--- src/rtl/rmft_pkg.sv ---
// Package for the reference-counted MAC filter table.
// Holds sizes, status codes, the queued request type and the reserved-range check.
// No dependencies.
`default_nettype none
package rmft_pkg;

   localparam int unsigned TableSize = 256;
   localparam int unsigned IdxW      = $clog2(TableSize);
   localparam int unsigned AddrW     = 48;
   localparam int unsigned RefW      = 16;
   localparam logic [RefW-1:0] RefMax = '1;

   typedef enum logic [2:0] {
      ST_NEW    = 3'd0,
      ST_SHARED = 3'd1,
      ST_FULL   = 3'd2,
      ST_INVAL  = 3'd3,
      ST_FREED  = 3'd4,
      ST_DEC    = 3'd5
   } status_type;

   typedef enum logic {
      ACT_ALLOC  = 1'b0,
      ACT_REMOVE = 1'b1
   } action_type;

   typedef struct packed {
      action_type       action;
      logic [AddrW-1:0] mac_address;
      logic [AddrW-1:0] mac_mask;
      logic [IdxW-1:0]  entry_index;
   } req_type;

   typedef struct packed {
      logic    valid;
      req_type req;
   } queue_out_type;

   typedef struct packed {
      logic [AddrW-1:0] addr;
      logic [AddrW-1:0] mask;
      logic [RefW-1:0]  refs;
   } entry_type;

   function automatic logic is_reserved(input logic [IdxW-1:0] i,
                                        input logic [7:0] rs,
                                        input logic [7:0] rc);
      logic [IdxW:0] lim;
      lim = {1'b0, IdxW'(rs)} + {1'b0, IdxW'(rc)};
      return (i != '0) && (i >= IdxW'(rs)) && ({1'b0, i} < lim);
   endfunction

endpackage
`default_nettype wire

--- src/rtl/rmft_front.sv ---
// Front end of the MAC filter table: accepts requests into a two-entry queue.
// Depends on rmft_pkg.
`default_nettype none
module rmft_front (
   input  wire                          clock,
   input  wire                          reset,
   input  wire                          req_valid,
   output logic                         req_stall,
   input  wire rmft_pkg::req_type       req_item,
   input  wire                          pop,
   output rmft_pkg::queue_out_type      q_out
);
   rmft_pkg::req_type q_ff [2];
   logic       wp_ff, wp_in, rp_ff, rp_in;
   logic [1:0] cnt_ff, cnt_in;
   logic       push, do_pop;

   assign req_stall = (cnt_ff == 2'd2);
   assign push      = req_valid && !req_stall;
   assign do_pop    = pop && (cnt_ff != 2'd0);
   assign q_out.valid = (cnt_ff != 2'd0);
   assign q_out.req   = q_ff[rp_ff];

   always_comb begin
      wp_in  = push ? !wp_ff : wp_ff;
      rp_in  = do_pop ? !rp_ff : rp_ff;
      cnt_in = cnt_ff + {1'b0, push} - {1'b0, do_pop};
   end

   always_ff @(posedge clock) begin
      if (reset) begin
         wp_ff  <= 1'b0;
         rp_ff  <= 1'b0;
         cnt_ff <= 2'd0;
      end else begin
         wp_ff  <= wp_in;
         rp_ff  <= rp_in;
         cnt_ff <= cnt_in;
      end
   end

   always_ff @(posedge clock) begin
      if (push) begin
         q_ff[wp_ff] <= req_item;
      end
   end
endmodule
`default_nettype wire

--- config.mk ---
export PLATFORM = sky130hd
export DESIGN_NAME = rmft_front
export DESIGN_NICKNAME = d
export VERILOG_FILES = /design/src/rtl/rmft_pkg.sv /design/src/rtl/rmft_front.sv
export SDC_FILE = /design/constraint.sdc
export NUM_CORES = 1
export LEC_CHECK = 0
export BUFFER_PORTS_ARGS = -buffer_cell sky130_fd_sc_hd__buf_2
export CORE_ASPECT_RATIO = 1.5
export CORE_MARGIN = 2
export CORE_UTILIZATION = 47
export DETAILED_ROUTE_END_ITERATION = 10
export PLACE_DENSITY = 0.75
export SLEW_MARGIN = 0
export SYNTH_ARGS = -nofsm -noshare
export SYNTH_HDL_FRONTEND = slang
export SYNTH_SLANG_ARGS = --single-unit
--- constraint.sdc ---
create_clock -name clock -period 3.65 [get_ports clock]
set_clock_uncertainty 0.2 [all_clocks]
set_input_delay 0 -clock clock [delete_from_list [all_inputs] [get_ports clock]]
set_output_delay 0 -clock clock [all_outputs]
set_load 0.01 [all_outputs]
# Word level (Yosys, flattened, before mapping)
# Memories as Yosys holds them, arrays and structs flattened. A register that Yosys moved wholly into a read port is not among the register bits.
# Index checks and enable logic that the tools add are counted.
[op_classes] addsub=2 eq_ne=1 n_mux=4 n_reduce_logical=6
[ops] op="$mux W1" n=4
[ops] op="$logic_not A1 Y1" n=3
[ops] op="$add A2 B1 Y2" n=1
[ops] op="$eq A2 B2 Y1 const B" n=1
[ops] op="$logic_and A1 B1 Y1" n=2
[ops] op="$reduce_bool A2 Y1" n=1
[ops] op="$sub A2 B1 Y2" n=1
[word_totals] register_bits=4 ramBits=210 input_bits=109 output_inout_bits=107 mem_count=1
[memory_table] name="q_ff" words=2 width=105 read_ports=1 rd_ports_with_merged_regs=1 write_ports=1 line_no="rmft_front.sv:13" text="rmft_pkg::req_type q_ff [2];"

# Longest topological paths before layout
# Gate-level depths: netlist of run 1.
[logic_depth] ltp_word=5 depth_mapped=8 depth_no_buf=8

# Worst setup path before layout of run 1
# OpenSTA, ideal clock, no wires.
[synth_path] path_type="register to register" startpoint="register cnt_ff[0]" endpoint="memory q_ff[1][0] (netlist bit), enable pin" t_arrival_ns=2.946 path_slack_ns=0.028 path_stages_with_launch=3 path_buffers=0 period_less_slack_ns=3.622 cell_sequence="dfxtp_1 nand2b_2 and3_1"
[synth_via] elab_chain_cells=5
[synth_rtl] item="start: declaration" line_no="rmft_front.sv:15" text="logic [1:0] cnt_ff, cnt_in;"
[synth_rtl] item="start signal: assignment" line_no="rmft_front.sv:38" text="cnt_ff <= cnt_in;"
[synth_rtl] item="$eq A2 B2 Y1" line_no="rmft_front.sv:18" text="assign req_stall = (cnt_ff == 2'd2);"
[synth_rtl] item="$logic_not A1 Y1" line_no="rmft_front.sv:19" text="assign push = req_valid && !req_stall;"
[synth_rtl] item="$logic_and A1 B1 Y1" line_no="rmft_front.sv:19"
[synth_rtl] item="$mux W1" line_no="rmft_front.sv:43" text="if (push) begin"
[synth_rtl] item="$mux W1 (implied by the code)" line_no="rmft_front.sv:44" text="q_ff[wp_ff] <= req_item;"
[synth_rtl] item="end: declaration" line_no="rmft_front.sv:13"
# Every way passes these cells.

==> run metrics, run 1 <==
status=finished clean; share of layout cells above drive strength 1=0.504; Seq cells post-synth=around 220; sequential area share after synthesis=0.795; commonest cells after routing, fill and taps aside=buf_2, edfxtp_1, dlygate4sd3_1; GRT Total Usage=0.165; vias in the first global route=4869; Die X=approximately 110 um; RSZ-0062 raised after global routing=false; clock sink total=about 220; routed wire length=~16 mm; post-synthesis mux area share=0.170; H-tree levels=1; io pins=~220; CP max FO=28; gr ovfl total=0; Area Overhead vs Synth=36.9%; final number of hold-violating endpoints=0; Post-CTS Setup Bufs=0; die area=around 18000 um2; HP Class=in2reg; later-pin clock latency in the skew report=~0.47 ns; Core Area=between 15000 and 20000 um2; CTS tree=yes; Initial Util=0.481; Finished Cell Area=11000 um2; crit path capture type=primary output; first-pass GRT wire length=about 24 mm; Worst-path clk slew=approximately 0.06 ns; 1st-pass router iterations=4; post-synth cell types=22; worst reg2reg startpoint=cnt_ff[0]; initial antenna violation count=1; number of port buffers=roughly 220; Hold Crit Start=req_item[9]; Final HPWL DP=approximately 9.4 mm; startpoint types=flip-flop; largest net degree at the start of global routing=85; worst slew pin tran=0.791 ns; Worst Setup Path Type=reg2out; num rows=just under 60; Post-Syn Instances=353; setup TNS=0 ns; die height=~160 um; Syn Area/Cell=~23 um2; FMAX=428 MHz; Final Max Slew Viols=0; fin util=0.658; routed vias/inst=roughly 4.9; yosys warns=0; WL/cell=17.2 um; Leakage=between 0.004 and 0.005 uW; Placer Congestion=0.728; Min Clock Period, post-route=about 2.3 ns; Final period util=0.641; total power=between 6000 and 7000 uW; # setup viols final=0; largest family of logic cells by synthesized area=multiplexers; Critical Path AT=2.14 ns; Mapped Nets=between 400 and 500; area post-placement=9330 um2; Final #Nets=801; Cell Pwr Density=between 600 and 700 nW/um2; Slew headroom=0.472; post-synthesis xor/xnor area fraction=0.00326; antenna-violating nets left=0; most common cell after layout, fill and taps aside=buf_2; CTS Buf Count=19; Synth Cell Area=between 8000 and 9000 um2; root buffer cell=clkbuf_16; complex-gate fraction of the synthesized area=0.00217; Hold Slack=roughly 0.046 ns; MaxCap Viol Count=0; Critical Path RT=between 3 and 4 ns; maximum VDD drop=around 0.0006 V; Via Count=4432; Synth Area in Simple Gates=0.00605; # DRC=0; Adder-Cell Fraction of Synth Area=0.00310; initial drt markers=172; CTS Buffer Depth=3
[repair_timing]
item	in CTS	in global routing
hold buffers	109	0
setup endpoints to repair	0	0
resized for setup	0	0
endpoints found under the hold margin	231	0
[through the flow]
stage          setup slack (ns)  std cells
6_report                   1.31        913
3_3_place_gp               1.47        770
4_1_cts                    1.27        912
5_1_grt                    1.20        913
3_5_place_dp               1.36        770
2_1_floorplan            0.0278        353
[cells by family after synthesis]
kind of cell,Yosys count
XOR/XNOR,3
adder cells (fa/ha/maj),2
AND/OR/NAND/NOR,9
flip-flops,215
buffers and inverters,16
AO/OA/AOI/OAI,3
multiplexers,105
[path summary, 6_finish.rpt]
path | endpoint | slack (ns) | cells past startpoint
setup / recovery | q_out[2] | 1.31 | 3
hold / removal | q_ff[0][9] | 0.05 | 2
setup reg to reg | q_ff[0][37] | 1.32 | 5
hold reg to reg | wp_ff | 0.35 | 2
[registers in the layout, indices dropped and copies added (netlist names), named ones only]
signal	count
cnt_ff	2
wp_ff	1
rp_ff	1
q_ff	210
[cells in the mapped netlist]
cell type,number,share of area
edfxtp_1,210,0.78
mux2_2,55,0.077
mux2_4,50,0.093
buf_12,5,0.012
buf_2,5,0.0031
dfxtp_1,5,0.012
inv_1,4,0.0019
nor2_1,3,0.0014
ha_1,2,0.0031
xnor2_1,2,0.0022
a21oi_1,1,0.00062
and3_1,1,0.00078
buf_6,1,0.0014
buf_8,1,0.0019
nand2_1,1,0.00047
nand2b_2,1,0.0011
nor2b_1,1,0.00078
o21a_1,1,0.00093
o21ai_0,1,0.00062
or2_2,1,0.00078
or3_1,1,0.00078
xor2_1,1,0.0011
[critical path: stages (launching register included)]
cell and delay, ns:
dfxtp_4 0.61, buf_4 0.50, mux2_2 0.39, buf_2 0.14
[layer usage]
metal	part of all wire	global-route usage
met2	0.57	0.327
met4	0.026	0.0597
met1	0.35	0.167
met3	0.061	0.0367
met5	0	0
[area by class of cell]
cell class              instances  area (um2)
diodes                          1        2.50
multi-input cells             122        1490
clock buffers                  23         490
repair buffers                328        2230
well taps                     210         263
flip-flops and latches        215        6410
clock inverters                10         120
inverters                       4        17.5
fillers                      1124        5730
[where the power goes]
part / internal, uW / leakage, uW / switching [uW]
registers: 3060 / 0.00200 / 118
clock network: 1170 / 0.000299 / 807
logic: 876 / 0.00198 / 810
total: 5110 / 0.00428 / 1730
Note: power is estimated with default switching activity, not from simulation.
==> run 2, diff against run 1 <==
--- a/config.mk
+++ b/config.mk
@@ -5,6 +5,7 @@
 export SDC_FILE = /design/constraint.sdc
 export NUM_CORES = 1
 export LEC_CHECK = 0
+export ABC_AREA = 1
 export BUFFER_PORTS_ARGS = -buffer_cell sky130_fd_sc_hd__buf_2
 export CORE_ASPECT_RATIO = 1.5
 export CORE_MARGIN = 2
==> constraint.sdc (replaced) <==
create_clock -name clock -period 1.9 [get_ports clock]
set_clock_uncertainty 0.2 [all_clocks]
set_input_delay 0 -clock clock [delete_from_list [all_inputs] [get_ports clock]]
set_output_delay 0 -clock clock [all_outputs]
set_load 0.01 [all_outputs]
==> run 2 against run 1 <==
Power up 110%. Count of clock-buffer cells in the layout down 1. Final cell count up 3.3%. Register-to-register slack worse by 1.1 ns. Largest cell class unchanged.
==> run metrics, run 2 <==
status=finished clean; share of layout cells above drive strength 1=0.525 (+0.0203); final worst slack=0.0158 ns (-1.30 ns); sw frac=0.256 (+0.00293); HP Class=in2reg; gr busiest metal=met2; Leakage=0.00453 uW (+5.9%); MaxCap Viol Count=0 (unchanged); initial antenna violation count=1 (unchanged); Cell Pwr Density=1260 nW/um2 (+100%); yosys warns=0 (unchanged); Core Area=16800 um2 (+0.43%); Post-Syn Instances=365 (+3.4%); final number of hold-violating endpoints=0 (unchanged); CP max FO=11 (-61%); reg-to-reg setup timing slack=0.21 ns (-1.11 ns); gr ovfl total=0 (unchanged); internal power=10800 uW (+110%); largest area contributor in the synthesized netlist=edfxtp_1; Inst Count DP=787 (+2.2%); Die X=111 um (about the same); most common cell after layout, fill and taps aside=buf_2; later-pin clock latency in the skew report=0.49 ns (+0.02 ns); # setup viols final=0 (unchanged); CP delay by family, top=buffers and inverters; first-pass GRT wire length=25.1 mm (+6.2%); Mapped Nets=476 (+2.6%); CTS tree=yes; routed wire length=17.5 mm (+11%); Worst R2R Path Depth=10 (+5); combinational share of power=0.264 (+0.018); number of port buffers=215 (unchanged); GRT Total Usage=0.177 (+0.0123); vias in the first global route=4932 (+1.3%); CTS Buffer Depth=3 (unchanged); top-count cell post-synth=edfxtp_1; Worst-path clk slew=0.07 ns (about the same); Slew headroom=0.785 (+0.313); clock sink total=215 (unchanged); main flop type after synthesis=edfxtp_1; Clk pwr share=0.311 (+0.022); Syn Area/Cell=22.1 um2 (-3.1%); maximum VDD drop=0.000964 V (+64%); Critical Path RT=1.70 ns (-1.75 ns); WL/cell=18.6 um (+7.8%); Post-Layout Cell Count=943 (+3.3%); RSZ-0062 raised after global routing=true; sequential area share after synthesis=0.793 (-0.00148); Final period util=0.992; routed vias/inst=4.90 (+0.99%); crit path capture type=primary output; H-tree levels=1 (unchanged); Place WS=0.213 ns (-1.14 ns); met1 usage=0.178 (+0.0114); Via Count=4623 (+4.3%); die height=165 um (about the same); worst slew pin tran=0.322 ns (-0.469 ns); FMAX=between 500 and 600 MHz; Min Clock Period, post-route=1.88 ns; post-synth cell types=14 (-36%); Worst Setup Path Type=reg2out; Initial Util=0.480 (-0.00118); Area Overhead vs Synth=42.6%; slowest stage delay, CP=0.36 ns (-0.25 ns); Seq pwr share=0.425 (-0.040); largest net degree at the start of global routing=54 (-36%); Worst R2R End=cnt_ff[1]; Synth top cells by count=edfxtp_1, mux2_2, mux2_4; Sequential Area=6410 um2 (about the same); Buf/Inv on CP=3 (+1); max reg flops=210 (unchanged); num rows=58 (unchanged); Async SR Flop Fraction=0 (unchanged); worst reg2reg startpoint=cnt_ff[1]; worst hold path endpoint=q_ff[0][24]; area post-placement=9480 um2 (+1.6%); io pins=216 (unchanged); met2 usage in global routing=0.353 (+0.0259); cells along the critical path=buf_4 > clkbuf_16 > mux2_2 > buf_2; Final #Nets=829 (+3.5%); hold depth=2 (unchanged); commonest cells after routing, fill and taps aside=buf_2, edfxtp_1, dlygate4sd3_1; Top reg by flops=q_ff; Fillers=1109 (-1.3%); Slowest-stage cell, CP=dfxtp_4; CTS Buf Count=20 (+1); antenna-violating nets left=0 (unchanged); NetSw=3730 uW (+120%); # DRC=0 (unchanged); Seq cells post-synth=215 (unchanged); Hold Crit Start=req_item[24]; root buffer cell=clkbuf_16; initial drt markers=151 (-12%); met3 usage=0.0279 (-0.00881); Regs by FF count=q_ff (210), cnt_ff (2); Post-synth EDFFs=210 (unchanged); Final Max Slew Viols=0 (unchanged); multi-input logic area=1540 um2 (+3.2%); Placer Congestion=0.810 (+11%); 1st-pass router iterations=4 (unchanged); die area=18300 um2 (+0.18%); Synth Cell Area=8080 um2 (+0.19%); Final HPWL DP=10.3 mm (+9.5%); Finished Cell Area=11500 um2 (+4.4%); startpoint types=flip-flop; setup TNS=0 ns (unchanged); Critical Path AT=1.68 ns (-0.46 ns); post-synth top area share=0.781 (-0.00145); most area-consuming cells after synthesis=edfxtp_1, mux2_4, mux2_2, buf_12, dfxtp_1
[run 2: cell count changes in the layout (fill, tap and decap cells not counted), sizes merged, moves of 2 or more]
cell      previous run  this run
buf                219       230
nand2                1         8
nor2                 3         9
inv                  4         9
bufinv               3         6
clkbuf              23        26
nand3                0         3
clkinvlp             0         2
xnor2                2         0
[run 2: repair_timing]
item                                    in CTS  in global routing
resized for setup                            6                  4
cloned                                       0                  5
buffers inserted                             1                  4
endpoints found under the setup margin      93                 54
hold buffers                               110                  0
endpoints found under the hold margin      227                  0
[run 2: worst max path at each step]
stage / cells after the start / from / endpoint / slack (ns)
4_1_cts: 3 / flip-flop / q_out[29] / -0.03
5_1_grt: 4 / flip-flop / q_out[104] / -0.04
6_report: 4 / flip-flop / q_out[34] / 0.02
3_3_place_gp: 10 / cnt_ff[0] / cnt_ff[1] / 0.29
3_5_place_dp: 10 / cnt_ff[0] / cnt_ff[1] / 0.21
2_1_floorplan: 4 / cnt_ff[0] / q_ff[0][0] / -0.79
[run 2: logic make-up after synthesis]
| logic type | after synthesis | synth area share |
|---|---|---|
| and+or+nand+nor | 20 | 0.00976 |
| AOI/OAI and AO/OA | 2 | 0.00124 |
| buffers and inverters | 21 | 0.0229 |
| adders and majority gates | 2 | 0.00310 |
| muxes | 105 | 0.170 |
| DFF | 215 | 0.793 |
[run 2: power by group through the flow]
stage	logic [uW]	clock network, uW	registers [uW]
floorplan	2210	0	6250
global placement	3300	0	6270
detailed placement	3360	0	6330
CTS	3610	4600	6210
global route	4100	4780	6240
finish	3840	4520	6190
[run 2: worst reg2reg max path, delay by kind of cell, from the launching register on]
kind | cells | cell delay (ns)
simple gates | 6 | 0.51
fa+ha+maj | 2 | 0.42
flops | 1 | 0.37
buf+inv | 2 | 0.10
[run 2: cell type report]
class | instances | area share
Sequential cell | 215 | 0.557
Timing Repair Buffer | 343 | 0.217
Multi-Input combinational cell | 129 | 0.134
Clock buffer | 22 | 0.0460
Tap cell | 210 | 0.0228
Clock inverter | 14 | 0.0200
Inverter | 9 | 0.00326
Antenna cell | 1 | 0.000217
[run 2: routing by layer]
metal	up-vias	share of wire
li1	2129	-
met1	2278	0.35
met2	173	0.56
met3	43	0.050
met4	0	0.038
met5	-	0
[run 2: stage by stage]
step | utilization | hold slack (ns) | power [uW]
3_3_place_gp | 0.563 | -0.0273 | 9570
2_1_floorplan | - | -0.136 | 8460
4_1_cts | 0.675 | 0.0135 | 14400
5_1_grt | 0.684 | 0.0237 | 15100
3_5_place_dp | 0.563 | -0.0195 | 9680
6_report | 0.684 | 0.0346 | 14600
